--- config.mk ---
export PLATFORM = sky130hd
export DESIGN_NAME = swbp_ctrl
export DESIGN_NICKNAME = d
export VERILOG_FILES = /design/src/rtl/core/swbp_pkg.sv /design/src/rtl/core/swbp_ctrl.sv
export VERILOG_INCLUDE_DIRS = /design/src /design/src/rtl/core
export SDC_FILE = /design/constraint.sdc
export NUM_CORES = 1
export LEC_CHECK = 0
export BUFFER_PORTS_ARGS = -buffer_cell sky130_fd_sc_hd__buf_2
export CAP_MARGIN = 25
export CORE_MARGIN = 2
export CORE_UTILIZATION = 55
export DETAILED_ROUTE_END_ITERATION = 10
export PLACE_DENSITY = 0.86
export SKIP_CTS_REPAIR_TIMING = 1
export SLEW_MARGIN = 20
export SYNTH_ARGS = -nofsm -noshare
export SYNTH_HDL_FRONTEND = slang
export SYNTH_SLANG_ARGS = --single-unit
--- constraint.sdc ---
create_clock -name clk -period 2.5 [get_ports clk]
set_clock_uncertainty 0.05 [all_clocks]
set_input_delay 0.75 -clock clk [delete_from_list [all_inputs] [get_ports clk]]
set_output_delay 0.75 -clock clk [all_outputs]
set_load 0.02 [all_outputs]
--- src/rtl/core/sliding_window_band_power_assert.svh ---
// ----------------------------------------------------------------------------
// Assertion macros for the sliding window band power block
// Concurrent checks are kept out of synthesis builds.
// ----------------------------------------------------------------------------
`ifndef SLIDING_WINDOW_BAND_POWER_ASSERT_SVH
`define SLIDING_WINDOW_BAND_POWER_ASSERT_SVH

`ifndef SYNTHESIS
// Same-cycle implication, checked outside reset.
`define SWBP_ASSERT_IMP(label, clk, rst, ante, cons) \
  label: assert property (@(posedge clk) disable iff (rst) (ante) |-> (cons)) \
    else $error("swbp check failed");
// Next-cycle implication, checked outside reset.
`define SWBP_ASSERT_NEXT(label, clk, rst, ante, cons) \
  label: assert property (@(posedge clk) disable iff (rst) (ante) |=> (cons)) \
    else $error("swbp check failed");
`else
`define SWBP_ASSERT_IMP(label, clk, rst, ante, cons)
`define SWBP_ASSERT_NEXT(label, clk, rst, ante, cons)
`endif

`endif

--- src/rtl/core/swbp_pkg.sv ---
// ----------------------------------------------------------------------------
// swbp_pkg
// Shared constants, register codes and control structs of the band power block.
// ----------------------------------------------------------------------------
package swbp_pkg;

  // Default sizing
  localparam int MAX_CHANNELS_DEF = 16;
  localparam int MAX_TAPS_DEF     = 64;
  localparam int MAX_BANDS_DEF    = 8;
  localparam int SAMPLE_BITS_DEF  = 16;

  // Fixed field widths
  localparam int CHANNEL_W   = 4;
  localparam int IN_SAMPLE_W = 16;
  localparam int BAND_IDX_W  = 3;
  localparam int TAP_IDX_W   = 6;
  localparam int COEF_W      = 16;
  localparam int COEF_FRAC   = 15;
  localparam int POWER_W     = 46;
  localparam int MAG_BITS    = 23;

  // Configuration registers
  localparam int CFG_INDEX_W  = 1;
  localparam int CFG_DATA_W   = 7;
  localparam int TAP_COUNT_W  = 7;
  localparam int BAND_COUNT_W = 4;
  localparam logic [CFG_INDEX_W-1:0] CFG_TAP_COUNT  = 1'b0;
  localparam logic [CFG_INDEX_W-1:0] CFG_BAND_COUNT = 1'b1;
  localparam logic [TAP_COUNT_W-1:0]  TAP_COUNT_RESET  = 7'd26;
  localparam logic [BAND_COUNT_W-1:0] BAND_COUNT_RESET = 4'd3;

  // Operation codes
  localparam logic OP_SAMPLE = 1'b0;
  localparam logic OP_LOAD   = 1'b1;

  // Drain states between the last tap read and the push of the band power
  localparam int DRAIN_CYCLES = 4;
  localparam int DRAIN_W      = 2;

  typedef struct packed {
    logic issue;      // read one tap of the window and coefficient row
    logic first;      // first tap of a band: restart the accumulators
    logic push;       // load the output register with the band power
    logic last_band;  // pushed result closes the run
  } swbp_cmd_t;

  typedef struct packed {
    logic run_request;  // offered item is an in-range sample that ends a block
    logic out_free;     // output register can take a result this cycle
  } swbp_stat_t;

endpackage

--- src/rtl/core/swbp_ctrl.sv ---
// ----------------------------------------------------------------------------
// swbp_ctrl
// Configuration registers and the band/tap sequencer of the band power block.
// ----------------------------------------------------------------------------
`include "sliding_window_band_power_assert.svh"

module swbp_ctrl import swbp_pkg::*; #(
  parameter int MAX_TAPS  = MAX_TAPS_DEF,
  parameter int MAX_BANDS = MAX_BANDS_DEF,
  localparam int TAP_W    = $clog2(MAX_TAPS),
  localparam int BAND_W   = (MAX_BANDS > 1) ? $clog2(MAX_BANDS) : 1
) (
  input  logic                   clk,
  input  logic                   rst,
  input  logic                   cfg_write,
  input  logic [CFG_INDEX_W-1:0] cfg_index,
  input  logic [CFG_DATA_W-1:0]  cfg_data,
  input  logic                   in_valid,
  output logic                   in_ready,
  input  swbp_stat_t             stat,
  output swbp_cmd_t              cmd,
  output logic [TAP_W-1:0]       tap,
  output logic [TAP_W-1:0]       age,
  output logic [BAND_W-1:0]      band
);

  localparam int TC_W = $clog2(MAX_TAPS + 1);
  localparam int BC_W = $clog2(MAX_BANDS + 1);

  localparam logic [1:0] ST_IDLE  = 2'd0;
  localparam logic [1:0] ST_RUN   = 2'd1;
  localparam logic [1:0] ST_DRAIN = 2'd2;
  localparam logic [1:0] ST_PUSH  = 2'd3;

  logic [1:0]              state, state_next;
  logic [TAP_COUNT_W-1:0]  tap_count;
  logic [BAND_COUNT_W-1:0] band_count;
  logic [TC_W-1:0]         tc_run, tc_clamp;
  logic [BC_W-1:0]         bc_run, bc_clamp;
  logic [TAP_W-1:0]        tap_next, age_next;
  logic [BAND_W-1:0]       band_next;
  logic [DRAIN_W-1:0]      drain_cnt, drain_cnt_next;
  logic                    start, last_tap;

  always_comb begin
    if (tap_count == '0) begin
      tc_clamp = TC_W'(1);
    end else if (int'(tap_count) > MAX_TAPS) begin
      tc_clamp = TC_W'(MAX_TAPS);
    end else begin
      tc_clamp = TC_W'(tap_count);
    end
    if (band_count == '0) begin
      bc_clamp = BC_W'(1);
    end else if (int'(band_count) > MAX_BANDS) begin
      bc_clamp = BC_W'(MAX_BANDS);
    end else begin
      bc_clamp = BC_W'(band_count);
    end
  end

  assign in_ready      = (state == ST_IDLE);
  assign start         = in_valid && in_ready && stat.run_request;
  assign last_tap      = (TC_W'(tap) + TC_W'(1) == tc_run);
  assign cmd.issue     = (state == ST_RUN);
  assign cmd.first     = (tap == '0);
  assign cmd.push      = (state == ST_PUSH) && stat.out_free;
  assign cmd.last_band = (BC_W'(band) + BC_W'(1) == bc_run);

  always_comb begin
    state_next     = state;
    tap_next       = tap;
    age_next       = age;
    band_next      = band;
    drain_cnt_next = drain_cnt;
    unique case (state)
      ST_IDLE: begin
        if (start) begin
          state_next = ST_RUN;
          tap_next   = '0;
          age_next   = TAP_W'(tc_clamp - TC_W'(1));
          band_next  = '0;
        end
      end
      ST_RUN: begin
        tap_next = tap + TAP_W'(1);
        age_next = age - TAP_W'(1);
        if (last_tap) begin
          state_next     = ST_DRAIN;
          drain_cnt_next = DRAIN_W'(DRAIN_CYCLES - 1);
        end
      end
      ST_DRAIN: begin
        if (drain_cnt == '0) begin
          state_next = ST_PUSH;
        end else begin
          drain_cnt_next = drain_cnt - DRAIN_W'(1);
        end
      end
      ST_PUSH: begin
        // hold until the output register takes the result
        if (stat.out_free) begin
          if (cmd.last_band) begin
            state_next = ST_IDLE;
          end else begin
            state_next = ST_RUN;
            band_next  = band + BAND_W'(1);
            tap_next   = '0;
            age_next   = TAP_W'(tc_run - TC_W'(1));
          end
        end
      end
      default: state_next = ST_IDLE;
    endcase
  end

  always_ff @(posedge clk) begin
    if (rst) begin
      state      <= ST_IDLE;
      tap_count  <= TAP_COUNT_RESET;
      band_count <= BAND_COUNT_RESET;
      tc_run     <= '0;
      bc_run     <= '0;
      tap        <= '0;
      age        <= '0;
      band       <= '0;
      drain_cnt  <= '0;
    end else begin
      state     <= state_next;
      tap       <= tap_next;
      age       <= age_next;
      band      <= band_next;
      drain_cnt <= drain_cnt_next;
      if (start) begin
        tc_run <= tc_clamp;
        bc_run <= bc_clamp;
      end
      if (cfg_write) begin
        unique case (cfg_index)
          CFG_TAP_COUNT:  tap_count  <= cfg_data[TAP_COUNT_W-1:0];
          CFG_BAND_COUNT: band_count <= cfg_data[BAND_COUNT_W-1:0];
          default: ;
        endcase
      end
    end
  end

  `SWBP_ASSERT_NEXT(a_drain_to_push, clk, rst, (state == ST_DRAIN && drain_cnt == '0), (state == ST_PUSH))
  `SWBP_ASSERT_IMP(a_tap_in_window, clk, rst, cmd.issue, (TC_W'(tap) < tc_run && TC_W'(age) < tc_run))
  `SWBP_ASSERT_NEXT(a_last_push_idle, clk, rst, (cmd.push && cmd.last_band), (state == ST_IDLE))

endmodule

Yosys cells after proc, flatten, opt, wreduce, memory -nomap -nowiden
Index checks and enable logic that the tools add are counted.

Add/sub/neg operators: 8. $lt $le $gt $ge: 2. Equal/unequal tests: 11. Multiplexer cells: 25. Bitwise logic cells: 1. Reduce and logical (&&, ||, !) cells: 17.

Operators by type and width (count): $mux W6 (6); $pmux W6 S3 (2); $sub A6 B1 Y6 const B (3); $mux W7 (2); $mux W2 (6); $reduce_and A4 Y1 (3); $mux W3 (3); $mux W4 (2); $ne A2 B2 Y1 const B (4); $pmux W2 S4 (1); $add A6 B1 Y7 const B (1); $eq A7 B7 Y1 (1); $gt A7 B7 Y1 const B (1); $logic_not A7 Y1 (1); $add A6 B1 Y6 const B (1); $logic_not A6 Y1 (1); $pmux W3 S2 (1); $add A3 B1 Y4 const B (1); $eq A2 B2 Y1 const B (2); $eq A4 B4 Y1 (1); $gt A4 B4 Y1 const B (1); $logic_not A2 Y1 (2); $logic_not A4 Y1 (1); $ne A2 B1 Y1 const B (2); 11 further kinds (15).

Register bits: 41. Input bits: 14.

Longest topological paths before layout
Gate-level depths: netlist of the first run.

Depth in word-level cells: 6. Depth in mapped cells: 10. Depth with buffers taken out: 9.

Least setup slack after synthesis of the first run
OpenSTA, ideal clock, no wires.

Path kind: register to output. From: reg band[0]. To: out cmd[0] (netlist bit). Arrival: 1.662 ns. Data required time: 1.700 ns. Setup slack: 0.038 ns. Stages on the path, launching flop included: 5. Buffers on the path: 0. Cell sequence: dfxtp_1 ha_1 xor2_1 or3_1 a31oi_1.

RTL lines: start, declared (RTL line swbp_ctrl.sv:24) `output logic [BAND_W-1:0] band`; start signal, assigned (RTL line swbp_ctrl.sv:132) `band <= band_next;`; end, declared (RTL line swbp_ctrl.sv:21) `output swbp_cmd_t cmd,`.

==> results of run 1 <==
layer usage:
layer,vias up,track usage (%),share of wire [%]
met5,-,0,0
met4,0,8.58,1.9
met3,10,5.03,4.4
met2,65,37.9,49
met1,1014,28.4,44
li1,1066,-,-
stage by stage:
stage	hold WS [ns]	std cells	setup TNS, ns
after floorplan	0.386	281	0
after global placement	0.397	354	0
after detailed placement	0.415	354	0
after CTS	0.428	362	-0.139
after global routing	0.453	362	-0.0346
final	0.427	362	0
layout make-up:
class,instances,area (sq um)
Clock buffer,7,86.3
Inverter,16,60.1
Clock inverter,1,30.0
Timing Repair Buffer,38,209
Tap cell,50,62.6
Multi-Input combinational cell,209,1400
Sequential cell,41,827
Fill cell,342,1360
final timing paths:
kind,startpoint,end,cells past startpoint
max,band[0],cmd[0],5
min,band_count[2],band_count[2],2
max reg2reg,tap[0],state[1],8
min reg2reg,band_count[2],band_count[2],2
worst max-delay path: cells and delay by family, from the launching register on:
family	cells	cell delay (ns)
xor+xnor	1	0.17
fa+ha+maj	1	0.18
compound gates	1	0.16
flops	1	0.37
simple gates	1	0.36
buf+inv	1	0.14
power by group:
part           leakage [nW]  switching (mW)  total (mW)  internal (mW)
sequential            0.337          0.0844       0.828          0.743
clock                0.0585           0.231       0.556          0.326
combinational         0.679           0.519       0.872          0.352
total                  1.07           0.834        2.26           1.42
state kept, by name, summed over array words and instances, names as in the netlist:
name / flops
tap_count: 7
tc_run: 7
age: 6
tap: 6
band_count: 4
bc_run: 4
band: 3
drain_cnt: 2
state: 2
placed cells by master (no fill, tap or decap), types with 6 or more instances in the layout:
cell                        n
sky130_fd_sc_hd__buf_2     32
sky130_fd_sc_hd__nand3b_1   6
sky130_fd_sc_hd__nand2_1   30
sky130_fd_sc_hd__xnor2_1    9
sky130_fd_sc_hd__dfxtp_1   38
sky130_fd_sc_hd__inv_1     16
sky130_fd_sc_hd__nor2_1    23
sky130_fd_sc_hd__ha_1       7
sky130_fd_sc_hd__nor3b_1    7
sky130_fd_sc_hd__a21oi_1   30
sky130_fd_sc_hd__nor3_1     6
sky130_fd_sc_hd__clkbuf_8   6
sky130_fd_sc_hd__nand3_1   11
cells by family after synthesis:
group                    Yosys count  share of synthesized area, %
AO/OA/AOI/OAI                     68                          20.4
XOR/XNOR                          14                          5.31
adder cells (fa/ha/maj)            9                          4.88
buffers and inverters             31                          5.80
flip-flops                        41                          35.5
multiplexers                       6                          2.65
AND/OR/NAND/NOR                  112                          25.5
==> out/summary.md, run 1 <==
Global-route total usage across every layer: 22.6%. Of the post-synthesis cell area, the dominant cell type holds 35.5%. Ranked by total cell area, the synthesized netlist is headed by sky130_fd_sc_hd__dfxtp_1 (36%), sky130_fd_sc_hd__a21oi_1 (6.5%), sky130_fd_sc_hd__ha_1 (4.9%). The final worst setup slack was 0.0355 ns; the area enclosed by the die boundary was 4730 sq um. The final routed wire length divided by cell count works out to 14.4 microns. The post-detailed-routing wire length came out at 5.21 mm. At the end of routability-driven placement, the weighted congestion stood at 0.863.

The routed via count was 2,155. For this run, design rule violations remaining after detail routing come to 0. The cell with the largest stage delay on the worst path was sky130_fd_sc_hd__dfxtp_4. The share of the Yosys chip area taken by registers is 35.5%. sky130_fd_sc_hd__dfxtp_1 is the most common cell in the netlist. The number of antenna diodes in the final layout is 0. In this run, synthesis inferred 0 flip-flops with an integrated enable. The largest single stage delay on the critical path is 0.37 ns.

Of all nets on the critical path, the largest fanout is 5. Headroom to the max-slew limit came out at 64.5%. The most used flip-flop cell after synthesis is sky130_fd_sc_hd__dfxtp_1. The area of all placed cells without fillers is 2670 sq um, and the buffer levels on the longest clock path is 2. The first global-routing pass estimated 8.12 mm of wire. For the worst setup path, the data required time is 1.70 ns. The area added between synthesis and finish works out to 15.7%. After clock tree synthesis, the clock-pin slew on the worst setup and hold paths is 0.08 ns.

Data on the critical path arrives at its endpoint at 1.66 ns. Pin placement for this block handled 34 I/O pins. The tree is rooted in a sky130_fd_sc_hd__clkbuf_8. After synthesis, the most frequently instantiated cells are sky130_fd_sc_hd__dfxtp_1 (41), sky130_fd_sc_hd__a21oi_1 (30), sky130_fd_sc_hd__nand2_1 (30).

After synthesis, the mean cell area works out to 8.22 sq um. The number of global-route vias before repair is 1,899, and the number of sinks on the clock net is 41. Summed over all layers, the global routing overflow is 0.

TritonCTS built the clock tree. For the placed wire-length estimate, the log shows 3.57 mm. Entering global routing, the biggest net connects 31 pins.

Setup slack on the worst reg-to-reg path comes out at 0.30 ns. The number of synthesized register bits came out at 41. The H-tree was split into 2 levels. In the final layout, the share of cells above drive strength 1 is 18.3%.

The ratio of final minimum period to clock period is 98.6%, and the detailed-router iteration count before antenna repair is 4. Summing all placed instances gives a cell area of 2500 sq um. Yosys mapped the design onto 50 distinct sky130hd cell types. Walking the worst path, the cells encountered are ha_4 > xor2_2 > or3_4 > a31oi_4 > buf_6.

The utilization of the core after routing is 66.3%, and the static leakage power is 1.07 nW. The number of port buffers was 33; the area of the core was 4030 sq um. The count of mapped cells out of synthesis was 281; the overall power after layout was 2.26 mW. Across the VDD grid, the largest voltage drop is 384 uV. Setup violations remaining at the end of the flow were counted as 0. The run gives 406 MHz as the maximum frequency from static timing analysis. In this run the cell area of the synthesized design comes to 2310 sq um. The power density of the placed cells is 844 nW/um^2.

The run finished with clean final reports. The initial antenna violation count is 0. STA classifies the critical path startpoint as a register. The async set-reset flop share out of synthesis is 0%.

Row generation in the floorplan step produced 23 rows. The warning count from the yosys run was 0; the final antenna-violating net count was 0. The vertical extent of the die was 68.8 microns. The worst path in the final design needs a cycle of 2.46 ns, including I/O delays and setup. The effective utilization at floorplan was 57.3%; the worst-case setup slack after placement was 0.191 ns. The number of nets at the end of the flow came out at 334. The slew at the pin with the worst max-slew slack was 0.532 ns.

Total count of hold-check failures in the final report: 0. The largest total area in the synthesized netlist belongs to sky130_fd_sc_hd__dfxtp_1. The clock latency on the worst-skew pair was 0.29 ns; the width of the die was 68.8 microns.

The worst hold path class is reg2reg. The count of routing violations after the opening detailed-route iteration was 154. Max-slew violation count: 0. The worst setup path is of the reg2out kind.

The max-capacitance violation count is 0. When the netlist entered floorplanning its net count stood at 304. The number of clock buffers added by TritonCTS is 5.

Using the TritonRoute via totals, the vias-per-cell ratio works out to 5.95. STA classifies the critical path endpoint as an output port.
Power figures use the tool's default switching activity.
==> run 2: changes to the inputs <==
--- a/config.mk
+++ b/config.mk
@@ -11,6 +11,7 @@
 export CORE_MARGIN = 2
 export CORE_UTILIZATION = 55
 export DETAILED_ROUTE_END_ITERATION = 10
+export MAX_ROUTING_LAYER = met4
 export PLACE_DENSITY = 0.86
 export SKIP_CTS_REPAIR_TIMING = 1
 export SLEW_MARGIN = 20
==> run 2 against run 1 <==
  * Sequential power hardly changed
  * Setup slack worse by 0.0025 ns
  * Cell area stayed put
  * First-iteration DRC count is 1.9% lower
  * Clock power hardly changed
  * Via count is 0.19% higher
  * Sequential share of layout area stayed put
  * Maximum frequency is 0.10% lower
  * Total power is 0.14% lower
  * Global-route usage is 0.63 points higher
  * Non-clock buffer count stayed put
  * Combinational power hardly changed
  * Largest cell class unchanged
  * Highest routed layer unchanged
==> out/summary.md, run 2 (same netlist as run 1, synthesis figures left out) <==
The total I/O pin count was 34 (unchanged); the share of total power in combinational logic was 38.7% (about the same). The number of port buffers was 33 (unchanged); the final routed wire length divided by cell count was 14.4 microns (-0.31%). The vertical extent of the die was 68.8 microns (unchanged); the post-detailed-routing wire length was 5.20 mm (-0.31%). The tools report the final antenna-violating net count as 0 (unchanged).

The launching element of the worst setup path was band[0]. For the number of global-route vias before repair, the log shows 1,899 (unchanged). The number of diodes added for antenna fixing was 0 (unchanged); the clock latency on the worst-skew pair was 0.29 ns (about the same).

For the number of nets at the end of the flow, the log shows 334 (unchanged). Relative contribution of sequential cells to total power: 36.7% (about the same). The ratio of final minimum period to clock period was 98.7% (+0.10 points); the area added between synthesis and finish was 15.7% (unchanged). Clock edge transition at the registers on the reported setup and hold paths: 0.08 ns (about the same).

Overall power after layout: 2.25 mW (-0.14%). The instance count along the most critical hold path is 2 (unchanged). For the final RePlAce weighted congestion, the log shows 0.877 (+1.6%). The startpoint identified for the worst hold timing path is band_count[2]. By startpoint and endpoint, the worst setup path is classified as reg2out. The tools report the area of the core as 4030 sq um (unchanged). The minimum clock period after layout was 2.47 ns (+0.00249 ns).

The critical path buffer and inverter count was 1 (unchanged); the pin count of the biggest net entering global routing was 31 (unchanged). The number of stages on the worst setup path is 5 (unchanged). The worst setup path is captured at an output port. The setup-violating endpoint count in the final report came out at 0 (unchanged). Slew at the pin with the worst max-slew slack: 0.543 ns (+0.0106 ns). The worst hold path class is reg2reg.

The most common cell after layout, fill and taps aside is sky130_fd_sc_hd__dfxtp_1. The clock power share came out at 24.6% (about the same). Average via count per standard cell: 5.96 (+0.19%). The kind of launch point of the worst setup path is a register. The worst supply voltage drop on vdd is 385 uV (+0.34%), and the H-tree depth is 2 (unchanged). Total placed instance area: 2500 sq um (unchanged). The routed via count was 2,159 (+0.19%).

The run gives 5 (unchanged) as the number of buffers added by the clock tree synthesis step. The width of the die came out at 68.8 microns (unchanged). The logs give 0 (unchanged) for the max-capacitance violation count and 23.3% (+0.63 points) for the global-route total usage across every layer. The data required time at the worst endpoint came out at 1.70 ns (about the same). The power density of the placed cells works out to 843 nW/um^2 (-0.14%).

The library cells used most frequently in the layout, excluding fill and tap cells, are sky130_fd_sc_hd__dfxtp_1 (38), sky130_fd_sc_hd__buf_2 (32), sky130_fd_sc_hd__a21oi_1 (30), sky130_fd_sc_hd__nand2_1 (30), sky130_fd_sc_hd__nor2_1 (23). In the final layout, the registers with the most flip-flops are tap_count x7, tc_run x7. Number of sinks on the clock net: 41 (unchanged). The placed wire-length estimate was 3.57 mm (unchanged); the peak fanout along the critical path was 5 (unchanged). The run gives 4730 sq um (unchanged) as the area enclosed by the die boundary. Critical path's top delay family: flip-flops. Arrival time at the worst endpoint: 1.67 ns (about the same). The signal on the critical path passes through ha_4 > xor2_2 > or3_4 > a31oi_4 > buf_6.

The total count of hold-check failures in the final report was 0 (unchanged). The max-slew violation count was 0 (unchanged); the switching share of power was 36.9% (-0.10 points). The delay of the slowest cell on the worst path works out to 0.37 ns (about the same). The buffer levels on the longest clock path came out at 2 (unchanged). Residual DRC count: 0 (unchanged).

The cell with the largest stage delay on the worst path is sky130_fd_sc_hd__dfxtp_4. The tools report the final worst setup slack as 0.0330 ns (-0.00249 ns). The length in cells of the worst reg-to-reg path was 8 (unchanged). The static leakage power came out at 1.07 nW (unchanged). The first-pass GRT wire length came out at 8.13 mm (about the same).

The site row count came out at 23 (unchanged). The worst-case setup slack after placement is 0.191 ns (unchanged). For the internal power, the log shows 1.42 mW (about the same). The tools report the effective utilization at floorplan as 57.3% (unchanged).

The initial antenna violation count was 0 (unchanged); the total congestion overflow was 0 (unchanged). The area of all placed cells without fillers was 2670 sq um (unchanged). The switching power of the nets was 0.831 mW (-0.41%).

The clock root buffer was sky130_fd_sc_hd__clkbuf_8. The run gives 405 MHz (-0.10%) as the maximum frequency from static timing analysis. The share of cells above drive strength 1 was 18.3% (unchanged). The detailed-router iteration count before antenna repair came out at 6 (+2). TritonCTS built the clock tree. The tools report the headroom to the max-slew limit as 63.8% (-0.71 points). For the count of routing violations after the opening detailed-route iteration, the log shows 151 (-1.9%). The tools report the reg-to-reg startpoint as tap[0]. The run finished with clean final reports.
-- run 2: cell counts in the layout (fill, tap and decap cells not counted) --
Identical to the previous run, type by type.
-- run 2: final timing paths --
path	to	slack, ns
setup / recovery	cmd[0]	0.03
hold / removal	band_count[2]	0.43
setup reg to reg	state[1]	0.30
hold reg to reg	band_count[2]	0.43
-- run 2: through the flow --
step                utilization (%)  std cells  hold slack (ns)  setup TNS (ns)
finish                         66.3        362            0.427               0
global route                   66.3        362            0.453         -0.0346
CTS                            65.0        362            0.428          -0.139
detailed placement             62.1        354            0.415               0
global placement               62.1        354            0.397               0
floorplan                         -        281            0.386               0
-- run 2: layout make-up --
cell class / count / area (sq um)
clock inverter: 1 / 30.0
multi-input combinational: 209 / 1400
tap: 50 / 62.6
inverter: 16 / 60.1
fill: 342 / 1360
clock buffer: 7 / 86.3
timing repair buffer: 38 / 209
sequential: 41 / 827
-- run 2: worst min-delay path, stage by stage, from the launching register on --
cell	delay [ns]
sky130_fd_sc_hd__dfxtp_1	0.33
sky130_fd_sc_hd__nand2_1	0.05
sky130_fd_sc_hd__a21oi_1	0.05
-- run 2: layer usage --
metal	track usage, %	vias up	wire length [microns]
li1	-	1074	-
met5	-	-	0
met3	5.03	8	292
met1	28.4	1005	2260
met2	37.9	72	2560
met4	8.58	0	89
-- run 2: power groups by stage --
stage | logic (mW) | registers (mW) | clock network (mW)
4_1_cts | 0.855 | 0.825 | 0.566
2_1_floorplan | 0.624 | 0.867 | 0
3_5_place_dp | 0.851 | 0.839 | 0
3_3_place_gp | 0.829 | 0.838 | 0
5_1_grt | 0.976 | 0.841 | 0.600
6_report | 0.871 | 0.828 | 0.554
